[src/sv/slt_pkg.sv]
`timescale 1ns / 1ps
`default_nettype none
// ----------------------------------------------------------------------------
// slt_pkg
// Shared constants, codes and types for the sorted list table.
// ----------------------------------------------------------------------------
package slt_pkg;

    // table depth and derived widths
    localparam int CAPACITY = 16;
    localparam int IDX_W    = (CAPACITY > 1) ? $clog2(CAPACITY) : 1;
    localparam int CNT_W    = $clog2(CAPACITY + 1);

    // field widths
    localparam int KIND_W   = 2;
    localparam int VALUE_W  = 32;
    localparam int STATUS_W = 2;
    localparam int ECNT_W   = 5;

    // request kinds
    localparam logic [KIND_W-1:0] KIND_INSERT = 2'd0;
    localparam logic [KIND_W-1:0] KIND_SEARCH = 2'd1;
    localparam logic [KIND_W-1:0] KIND_DELETE = 2'd2;
    localparam logic [KIND_W-1:0] KIND_CLEAR  = 2'd3;

    // result status codes
    localparam logic [STATUS_W-1:0] ST_DONE    = 2'd0;
    localparam logic [STATUS_W-1:0] ST_MISSING = 2'd1;
    localparam logic [STATUS_W-1:0] ST_FULL    = 2'd2;

    // sequencer states
    typedef enum logic [2:0] {
        S_IDLE,
        S_INS_RD,
        S_INS_CMP,
        S_INS_PUT,
        S_SCAN_RD,
        S_SCAN_CMP
    } t_state;

endpackage
`default_nettype wire

[src/sv/sorted_list_table_top.sv]
// Clear, a full-table insert and an empty-table search or delete answer straight from idle;
// insert compares each entry not below the new value and the first one below it, moving
// the ones not below up, then writes the value; search and delete scan entry by entry.
// Throughput: one word at a time; the next word is taken once the sequencer is back in idle
// and the last result is taken; steps share one read port, one write port, one comparator.
// Reset: synchronous active-low i_rst_n empties the table and drops o_valid.
`timescale 1ns / 1ps
`default_nettype none
// ----------------------------------------------------------------------------
// sorted_list_table_top
// Ascending table of signed 32-bit values with insert, search, delete and
// clear, worked one entry at a time through a one-read, one-write table memory.
// ----------------------------------------------------------------------------
module sorted_list_table_top (
    input  wire logic                              i_clk,
    input  wire logic                              i_rst_n,
    // request channel
    input  wire logic                              i_valid,
    output logic                                   o_ready,
    input  wire logic [slt_pkg::KIND_W-1:0]        i_kind,
    input  wire logic signed [slt_pkg::VALUE_W-1:0] i_value,
    // result channel
    output logic                                   o_valid,
    input  wire logic                              i_ready,
    output logic [slt_pkg::STATUS_W-1:0]           o_status,
    output logic                                   o_is_empty,
    output logic [slt_pkg::ECNT_W-1:0]             o_entry_count
);

    localparam int CNT_W = slt_pkg::CNT_W;
    localparam int IDX_W = slt_pkg::IDX_W;
    localparam int VW    = slt_pkg::VALUE_W;

    // table memory and registered read data
    logic [VW-1:0]  r_mem [slt_pkg::CAPACITY];
    logic [VW-1:0]  r_rd_data;

    // sequencer and datapath registers
    slt_pkg::t_state r_state, n_state;
    logic [CNT_W-1:0] r_count, n_count;
    logic [CNT_W-1:0] r_idx, n_idx;
    logic             r_found, n_found;
    logic [slt_pkg::KIND_W-1:0] r_kind;
    logic [VW-1:0]    r_value;

    // result register
    logic                          r_o_valid;
    logic [slt_pkg::STATUS_W-1:0]  r_o_status;
    logic [CNT_W-1:0]              r_o_count;

    // control from the output decode
    logic                          w_accept;
    logic                          w_we;
    logic [IDX_W-1:0]              w_waddr;
    logic [VW-1:0]                 w_wdata;
    logic [IDX_W-1:0]              w_raddr;
    logic                          w_done;
    logic [slt_pkg::STATUS_W-1:0]  w_done_status;

    // shared compare unit and index arithmetic
    logic             w_ge;
    logic             w_hit;
    logic             w_found_now;
    logic [CNT_W-1:0] w_idx_dec;
    logic [CNT_W-1:0] w_idx_inc;
    logic             w_last;
    logic [CNT_W+slt_pkg::ECNT_W-1:0] w_cnt_ext;

    assign w_ge        = $signed(r_rd_data) >= $signed(r_value);
    assign w_hit       = r_rd_data == r_value;
    assign w_found_now = r_found | w_hit;
    assign w_idx_dec   = r_idx - CNT_W'(1);
    assign w_idx_inc   = r_idx + CNT_W'(1);
    assign w_last      = w_idx_inc == r_count;

    assign o_ready  = (r_state == slt_pkg::S_IDLE) && (!r_o_valid || i_ready);
    assign w_accept = i_valid && o_ready;

    // next state
    always_comb begin
        n_state = r_state;
        case (r_state)
            slt_pkg::S_IDLE: begin
                if (w_accept) begin
                    case (i_kind)
                        slt_pkg::KIND_INSERT: begin
                            if (r_count >= CNT_W'(slt_pkg::CAPACITY)) begin
                                n_state = slt_pkg::S_IDLE;
                            end else if (r_count == '0) begin
                                n_state = slt_pkg::S_INS_PUT;
                            end else begin
                                n_state = slt_pkg::S_INS_RD;
                            end
                        end
                        slt_pkg::KIND_SEARCH,
                        slt_pkg::KIND_DELETE: begin
                            n_state = (r_count == '0) ? slt_pkg::S_IDLE : slt_pkg::S_SCAN_RD;
                        end
                        default: n_state = slt_pkg::S_IDLE;
                    endcase
                end
            end
            slt_pkg::S_INS_RD:  n_state = slt_pkg::S_INS_CMP;
            slt_pkg::S_INS_CMP: begin
                if (w_ge && (w_idx_dec != '0)) begin
                    n_state = slt_pkg::S_INS_RD;
                end else begin
                    n_state = slt_pkg::S_INS_PUT;
                end
            end
            slt_pkg::S_INS_PUT:  n_state = slt_pkg::S_IDLE;
            slt_pkg::S_SCAN_RD:  n_state = slt_pkg::S_SCAN_CMP;
            slt_pkg::S_SCAN_CMP: begin
                if ((r_kind == slt_pkg::KIND_SEARCH && w_hit) || w_last) begin
                    n_state = slt_pkg::S_IDLE;
                end else begin
                    n_state = slt_pkg::S_SCAN_RD;
                end
            end
            default: n_state = slt_pkg::S_IDLE;
        endcase
    end

    // datapath control and results
    always_comb begin
        w_we          = 1'b0;
        w_waddr       = r_idx[IDX_W-1:0];
        w_wdata       = r_value;
        w_raddr       = r_idx[IDX_W-1:0];
        w_done        = 1'b0;
        w_done_status = slt_pkg::ST_DONE;
        n_count       = r_count;
        n_idx         = r_idx;
        n_found       = r_found;
        case (r_state)
            slt_pkg::S_IDLE: begin
                n_found = 1'b0;
                n_idx   = (i_kind == slt_pkg::KIND_INSERT) ? r_count : '0;
                if (w_accept) begin
                    case (i_kind)
                        slt_pkg::KIND_INSERT: begin
                            if (r_count >= CNT_W'(slt_pkg::CAPACITY)) begin
                                w_done        = 1'b1;
                                w_done_status = slt_pkg::ST_FULL;
                            end
                        end
                        slt_pkg::KIND_SEARCH,
                        slt_pkg::KIND_DELETE: begin
                            if (r_count == '0) begin
                                w_done        = 1'b1;
                                w_done_status = slt_pkg::ST_MISSING;
                            end
                        end
                        default: begin
                            w_done  = 1'b1;
                            n_count = '0;
                        end
                    endcase
                end
            end
            // look at the entry just below the hole
            slt_pkg::S_INS_RD: begin
                w_raddr = w_idx_dec[IDX_W-1:0];
            end
            // entry not below the new value moves up into the hole
            slt_pkg::S_INS_CMP: begin
                if (w_ge) begin
                    w_we    = 1'b1;
                    w_wdata = r_rd_data;
                    n_idx   = w_idx_dec;
                end
            end
            slt_pkg::S_INS_PUT: begin
                w_we    = 1'b1;
                w_done  = 1'b1;
                n_count = r_count + CNT_W'(1);
            end
            slt_pkg::S_SCAN_RD: begin
                w_raddr = r_idx[IDX_W-1:0];
            end
            // on delete, after the first match, every later entry moves down one place
            slt_pkg::S_SCAN_CMP: begin
                n_found = w_found_now;
                n_idx   = w_idx_inc;
                if (r_found && r_kind == slt_pkg::KIND_DELETE) begin
                    w_we    = 1'b1;
                    w_waddr = w_idx_dec[IDX_W-1:0];
                    w_wdata = r_rd_data;
                end
                if (r_kind == slt_pkg::KIND_SEARCH && w_hit) begin
                    w_done = 1'b1;
                end else if (w_last) begin
                    w_done        = 1'b1;
                    w_done_status = w_found_now ? slt_pkg::ST_DONE : slt_pkg::ST_MISSING;
                    if (w_found_now && r_kind == slt_pkg::KIND_DELETE) begin
                        n_count = w_idx_dec + r_count - r_idx;
                    end
                end
            end
            default: ;
        endcase
    end

    // table memory, one write and one registered read per cycle
    always_ff @(posedge i_clk) begin
        if (w_we) begin
            r_mem[w_waddr] <= w_wdata;
        end
        r_rd_data <= r_mem[w_raddr];
    end

    // sequencer and control registers
    always_ff @(posedge i_clk) begin
        if (!i_rst_n) begin
            r_state   <= slt_pkg::S_IDLE;
            r_count   <= '0;
            r_o_valid <= 1'b0;
        end else begin
            r_state <= n_state;
            r_count <= n_count;
            if (w_done) begin
                r_o_valid <= 1'b1;
            end else if (i_ready) begin
                r_o_valid <= 1'b0;
            end
        end
    end

    // payload registers
    always_ff @(posedge i_clk) begin
        r_idx   <= n_idx;
        r_found <= n_found;
        if (w_accept) begin
            r_kind  <= i_kind;
            r_value <= i_value;
        end
        if (w_done) begin
            r_o_status <= w_done_status;
            r_o_count  <= n_count;
        end
    end

    // result word; count is reported modulo 32
    assign w_cnt_ext     = {{slt_pkg::ECNT_W{1'b0}}, r_o_count};
    assign o_valid       = r_o_valid;
    assign o_status      = r_o_status;
    assign o_is_empty    = r_o_count == '0;
    assign o_entry_count = w_cnt_ext[slt_pkg::ECNT_W-1:0];

endmodule
`default_nettype wire

[config.mk]
export PLATFORM = sky130hd
export DESIGN_NAME = sorted_list_table_top
export DESIGN_NICKNAME = d
export VERILOG_FILES = /design/src/sv/slt_pkg.sv /design/src/sv/sorted_list_table_top.sv
export SDC_FILE = /design/constraint.sdc
export NUM_CORES = 1
export LEC_CHECK = 0
export BUFFER_PORTS_ARGS = -buffer_cell sky130_fd_sc_hd__buf_4
export CORE_MARGIN = 4
export CORE_UTILIZATION = 30
export CTS_CLUSTER_DIAMETER = 60
export DETAILED_ROUTE_END_ITERATION = 10
export PLACE_DENSITY = 0.45
export SYNTH_ARGS = -nofsm -noshare
export SYNTH_HDL_FRONTEND = slang
export SYNTH_SLANG_ARGS = --single-unit
[constraint.sdc]
create_clock -name i_clk -period 8.75 [get_ports i_clk]
set_clock_uncertainty 0.05 [all_clocks]
set_input_delay 1.75 -clock i_clk [delete_from_list [all_inputs] [get_ports i_clk]]
set_output_delay 1.75 -clock i_clk [all_outputs]
set_load 0.02 [all_outputs]
==> results.md, run 1 <==
* Slowest Stage Delay on Critical Path at 1170 ps
* Worst EP required at 8970 ps
* DRC Markers at 0
* Placer Congestion at 0.749
* Setup crit end: r_mem[5][21]
* Vias in the first global route at 14,080
* Hold Path Origin: o_valid
* Worst-margin pin slew at 1220 ps
* Layout cells sized above 1 at 18.0%
* Worst EP arrival at 4720 ps
* Final worst-path cycle share at 51.4%
* Peak VDD IR at 0.186 mV
* Post-route minimum period at 4500 ps
* Startpoint types: flop
* CTS max path bufs at 3
* I/O pin count at 48
* Num CTS Buffers at 69
* Final-report max-slew violation count at 0
* #FFs+latches synth at 600
* Power per cell area at 279 nW/um^2
* Via density at 4.91
* Most frequent cell after synthesis: edfxtp_1
* Via count at 13,819
* R2r setup slk at 4250 ps
* WL/cell at 23.5 um
* Layout area overhead at 15.8%
* Outcome: completed
* GRT Total Usage at 15.3%
* Root buf cell: clkbuf_16
* Crit-path max FO at 17
* Setup violators final at 0
* Initial antenna violation count at 0
* RR Endpoint: r_mem[5][21]
* Setup Buffers After CTS at 0
* Async SR Flop Fraction at 0%
* Reg2Reg Depth at 9
* Netlist Area Pre-Place at 24,500 sq um
* Lkg Pwr at 9.55 nW
* Synth top area cells: edfxtp_1 (68%), mux4_2 (5.9%), nand2_1 (4.5%)
* HPWL after DPL at 34,600 um
* Cells after DPL at 2,694
* Post-CTS resize count at 0
* Maxcap violations at 0
* Cell variety after synth at 71
* Clock Latency Late Sink at 580 ps
* Final non-filler cell total at 2,816
* Seq/Total Area, Yosys at 71.7%
* Worst Setup SP: r_value[14]
* Fin util at 35.2%
* H-tree depth at 3
* Post-synth top area share at 68.4%
* Port Buffers at 47
* Max_slew headroom at 18.8%
* CP max stage cell: a221oi_4
* Crit. End Element: flop
* Fin nets at 1,786
* Die Span X at 294 um
* Global-route wire length before repair at 96,600 um
* Total global routing overflow at 0
* Final WL at 66,200 um
* Post-synth EDFFs at 559
* Worst-path clk slew at 60 ps
* Synth Net Count at 1,720
* FP Rows at 104
* CP Cell Sequence: inv_1, ha_1, nand4_1, nor2_1, a221oi_1, o211ai_1, a221oi_4, buf_4, mux2_2
* Core Area at 80,800 sq um
* Die area at 86,500 sq um
* Hold Crit Class: flop to flop
* Starting Density at 30.4%
* Kind of critical path: flop to flop
* RSZ-0062 raised after global routing: false
* R2R Path Start: r_value[14]
* Main synth FF type: edfxtp_1
* Clock sinks at 600
* DR pass1 iterations at 6
* Hold-fix buffers at CTS at 0
* Hold Vio Cnt, Final at 0
* Diodes inserted at 0
* Ys Warns at 0
* 1st-iter DRT viols at 1,259
* Yosys top cell by area: edfxtp_1
* Cells after Synth at 1,639
* Top cells by count, synth: edfxtp_1 (559), nand2_1 (296), nand3_1 (146), mux4_2 (64)
* Die Span Y at 294 um
* Largest net degree at the start of global routing at 140
* Mapped Avg Cell Area at 15.0 sq um
* FMAX at 222 MHz
* Setup tns final at 0 ps
* CTS tree: yes
* Final ANT Viol Nets at 0
==> cell families (layout without fill, tap and decap cells) <==
logic type / after synthesis / after routing / share of synthesized area (%)
buffers and inverters: 134 / 251 / 2.28
XOR/XNOR: 29 / 29 / 1.09
adder cells (fa/ha/maj): 43 / 43 / 2.22
AND/OR/NAND/NOR: 585 / 585 / 11.0
AO/OA/AOI/OAI: 149 / 149 / 4.10
flip-flops: 600 / 600 / 71.7
multiplexers: 99 / 99 / 7.58
==> final cells by class <==
cell class | count | area [sq um]
fillers | 7679 | 52400
flip-flops and latches | 600 | 17600
repair buffers | 82 | 628
clock buffers | 99 | 1940
inverters | 47 | 176
clock inverters | 23 | 196
well taps | 1060 | 1330
multi-input cells | 905 | 6560
==> metal layers <==
metal	track usage, %	share of wire [%]	up-vias
met5	0	0	-
met4	3.75	1.7	0
met3	2.32	4.4	88
met2	26.1	50	294
met1	20.5	44	7085
li1	-	-	6352
==> report_power, final <==
group          internal (W)  leakage [nW]  switching, W  total, W
sequential          0.00333          5.41     0.0000890   0.00342
clock               0.00163          1.04       0.00111   0.00273
combinational      0.000632          3.09       0.00115   0.00179
==> flip-flops by register name (all words and copies together), names as in the netlist <==
register,flops
r_mem,512
r_rd_data,32
r_value,32
o_entry_count,5
r_count,5
r_idx,5
r_state,3
o_status,2
r_kind,2
o_valid,1
r_found,1
==> worst min path at each step <==
stage | endpoint | cells past startpoint | slack [ps]
floorplan | r_rd_data[31] | 4 | 560
global placement | o_valid | 2 | 560
detailed placement | o_valid | 2 | 560
CTS | o_valid | 2 | 570
global route | o_valid | 2 | 640
finish | o_valid | 2 | 570
==> through the flow <==
step / hold WS [ps] / total power [W] / area (sq um) / setup WS [ps]
finish: 566 / 0.00794 / 28400 / 4250
global route: 635 / 0.00834 / 28400 / 3990
CTS: 570 / 0.00805 / 28400 / 4210
detailed placement: 561 / 0.00529 / 26300 / 4230
global placement: 556 / 0.00529 / 26300 / 4260
floorplan: 563 / 0.00464 / 24500 / 4770
==> worst max-delay path, delay by kind of cell, from the launching register on <==
family	cells	cell delay [ps]
and+or+nand+nor	2	400
adders and majority gates	1	260
AOI/OAI and AO/OA	3	1960
DFF	1	390
buffers and inverters	2	580
muxes	1	520
==> placed cells by master, fill, tap and decap left out, types with 3 or more instances in the layout <==
master	count
a21o_1	3
a21oi_1	29
a22oi_1	32
a31oi_1	4
and2_1	6
and2_2	4
buf_4	81
bufinv_16	3
clkbuf_1	22
clkbuf_16	71
clkbuf_8	6
clkinv_1	9
clkinv_2	6
dfxtp_1	41
edfxtp_1	559
ha_1	42
inv_1	45
inv_6	3
mux2_2	25
mux2_4	7
mux4_2	64
nand2_1	296
nand2b_1	4
nand3_1	146
nand4_1	45
nor2_1	29
nor2_4	18
nor3_1	8
o211ai_1	4
o21ai_0	49
or4_1	3
xnor2_1	20
xnor2_2	3
xor2_1	5
Note: power is estimated with default switching activity, not from simulation.
==> run 2, diff against run 1 <==
--- a/config.mk
+++ b/config.mk
@@ -5,6 +5,7 @@
 export SDC_FILE = /design/constraint.sdc
 export NUM_CORES = 1
 export LEC_CHECK = 0
+export ABC_AREA = 1
 export BUFFER_PORTS_ARGS = -buffer_cell sky130_fd_sc_hd__buf_4
 export CORE_MARGIN = 4
 export CORE_UTILIZATION = 30
==> constraint.sdc (replaced) <==
create_clock -name i_clk -period 4.7 [get_ports i_clk]
set_clock_uncertainty 0.05 [all_clocks]
set_input_delay 0.94 -clock i_clk [delete_from_list [all_inputs] [get_ports i_clk]]
set_output_delay 0.94 -clock i_clk [all_outputs]
set_load 0.02 [all_outputs]
==> run 2 against run 1 <==
Register-to-register slack worse by 3500 ps. Clock power grew 89%. Synthesized cell count is 27% higher. Power grew 130%. Non-clock buffer count rose by 34. Utilization grew 0.079 points. Critical path type unchanged. Largest power group unchanged.
==> results.md, run 2 <==
* Setup tns final at 0 ps
* Synth Net Count at 2,164
* Layout cells sized above 1 at 12.0%
* Outcome: completed
* RR Endpoint: r_mem[14][29]
* R2R Path Start: r_value[21]
* Critical Path Stages at 11
* CP most frequent cell: nor2_1
* Async SR Flop Fraction at 0%
* Worst-path clk slew at 60 ps
* H-tree depth at 3
* Diodes inserted at 0
* Final WL at 75,500 um
* Pre-CTS WS at 693 ps
* Largest register FFs at 512
* WL/cell at 22.6 um
* Cell variety after synth at 50
* I/O pin count at 48
* Num CTS Buffers at 70
* Maxcap violations at 0
* Max_slew headroom at 25.7%
* Power per cell area at 625 nW/um^2
* Slowest Stage Delay on Critical Path at 860 ps
* 1st-iter DRT viols at 1,386
* Port Buffers at 47
* HPWL after DPL at 40,800 um
* Startpoint types: flop
* Worst Setup Slack, final at 717 ps
* Fin util at 35.3%
* Via count at 16,881
* Kind of critical path: flop to flop
* Via density at 5.06
* CTS tree: yes
* FP Rows at 106
* GRT Total Usage at 16.6%
* Biggest regs: r_mem x512, r_rd_data x32, r_value x32
* Root buf cell: clkbuf_16
* Clock sinks at 600
* Global-route wire length before repair at 111,000 um
* Commonest cells after routing, fill and taps aside: edfxtp_1 (559), nor2_1 (322), nand2_1 (195)
* CP max stage cell: o21ai_1
* Fillcell total at 8,090
* Core Area at 83,700 sq um
* Worst-margin pin slew at 1110 ps
* Final worst-path cycle share at 84.7%
* Placed instance area at 27,400 sq um
* Cells after Synth at 2,083
* CP Cell Sequence: inv_1, ha_1, nand2_1, nor2_1, nand4_1, nor2_1, nand3_1, nand3_2, buf_4, nor2_1, o21ai_1
* Most frequent cell after synthesis: edfxtp_1
* Largest net degree at the start of global routing at 149
* Die Span Y at 299 um
* Crit-path max FO at 33
* Setup crit end: r_mem[14][29]
* Worst EP arrival at 4160 ps
* Post-synth top area share at 66.2%
* Post-CTS resize count at 0
* Initial antenna violation count at 0
* Most common cell after layout, fill and taps aside: edfxtp_1
* Cells after DPL at 3,209
* DRC Markers at 0
* Reg2Reg Depth at 11
* Die Span X at 299 um
* FMAX at 251 MHz
* Kind of cell adding the most delay to the critical path: simple AND/OR/NAND/NOR gates
* Crit. End Element: flop
* Setup Buffers After CTS at 0
* Seq/Total Area, Yosys at 69.4%
* Setup violators final at 0
* Hold Vio Cnt, Final at 0
* Fin area at 29,500 sq um
* Yosys top cell by area: edfxtp_1
* DR pass1 iterations at 5
* RSZ-0062 raised after global routing: false
* Post-route minimum period at 3980 ps
* Main synth FF type: edfxtp_1
* Starting Density at 30.3%
* Hold-fix buffers at CTS at 0
* WP buf/inv at 2
* Top cells by count, synth: edfxtp_1 (559), nor2_1 (339), nand2_1 (195), o21ai_0 (167), o21ai_1 (137)
* Synth top area cells: edfxtp_1 (66%), nor2_1 (5.0%), o221ai_1 (3.4%)
* Layout area overhead at 16.4%
* Vias in the first global route at 16,687
* Netlist Area Pre-Place at 25,400 sq um
* Final-report max-slew violation count at 0
* Die area at 89,200 sq um
* Final non-filler cell total at 3,334
* Hold Crit Class: input port to flop
* CTS max path bufs at 3
* Clock Latency Late Sink at 610 ps
* Placer Congestion at 0.782
* Worst Setup SP: r_value[21]
* Fin nets at 2,228
* Ys Warns at 0
* Lkg Pwr at 10.2 nW
* Mapped Avg Cell Area at 12.2 sq um
* Post-synth EDFFs at 559
* #FFs+latches synth at 600
* Worst EP required at 4880 ps
* Total global routing overflow at 0
* Largest reg by FF count: r_mem
* R2r setup slk at 720 ps
* Final ANT Viol Nets at 0
* Peak VDD IR at 0.314 mV
[run 2: cell types whose count changed in the layout (fill, tap and decap cells not counted), sizes merged, moves of 37 or more]
| cell | change |
|---|---|
| nand4 | -37 |
| mux4 | -64 |
| o221ai | +97 |
| nand2 | -92 |
| nor2 | +299 |
| o21ai | +258 |
| nand3 | -93 |
| inv | +85 |
[run 2: layout make-up]
class | count | area (sq um) | area share (%)
Sequential cell | 600 | 17600 | 59.7
Multi-Input combinational cell | 1224 | 6740 | 22.8
Clock buffer | 106 | 2010 | 6.81
Tap cell | 1134 | 1420 | 4.81
Timing Repair Buffer | 116 | 1070 | 3.63
Inverter | 135 | 517 | 1.75
Clock inverter | 19 | 151 | 0.513
[run 2: how the worst min path moves through the flow]
stage,from,to,cells past startpoint
after floorplan,r_count[4],o_status[1],2
after global placement,o_valid,o_valid,4
after detailed placement,o_valid,o_valid,4
after CTS,i_value[23],r_value[23],1
after global routing,i_value[23],r_value[23],1
final,i_value[23],r_value[23],1
[run 2: layer usage]
layer / routed length (um) / GRT usage [%] / part of all wire (%)
met5: 0 / 0 / 0
met4: 1660 / 5.01 / 2.2
met3: 4240 / 2.41 / 5.6
met2: 35800 / 27.5 / 47
met1: 33700 / 22.6 / 45
[run 2: cell families (layout without fill, tap and decap cells)]
family / count (synthesis) / count (layout) / share of synthesized area (%)
buf+inv: 259 / 376 / 4.59
compound gates: 538 / 538 / 13.1
fa+ha+maj: 43 / 43 / 2.15
flops: 600 / 600 / 69.4
xor+xnor: 17 / 17 / 0.646
simple gates: 626 / 626 / 10.1
[run 2: metrics by stage]
| step | hold slack [ps] | total power, W |
|---|---|---|
| 3_3_place_gp | 535 | 0.0134 |
| 4_1_cts | 418 | 0.0187 |
| 2_1_floorplan | 548 | 0.0113 |
| 6_report | 458 | 0.0184 |
| 5_1_grt | 432 | 0.0196 |
| 3_5_place_dp | 534 | 0.0134 |
[run 2: power by group]
part	leakage (nW)	switching (W)	internal, W
combinational	3.69	0.00435	0.00182
sequential	5.41	0.000330	0.00679
clock	1.06	0.00214	0.00302
total	10.2	0.00682	0.0116
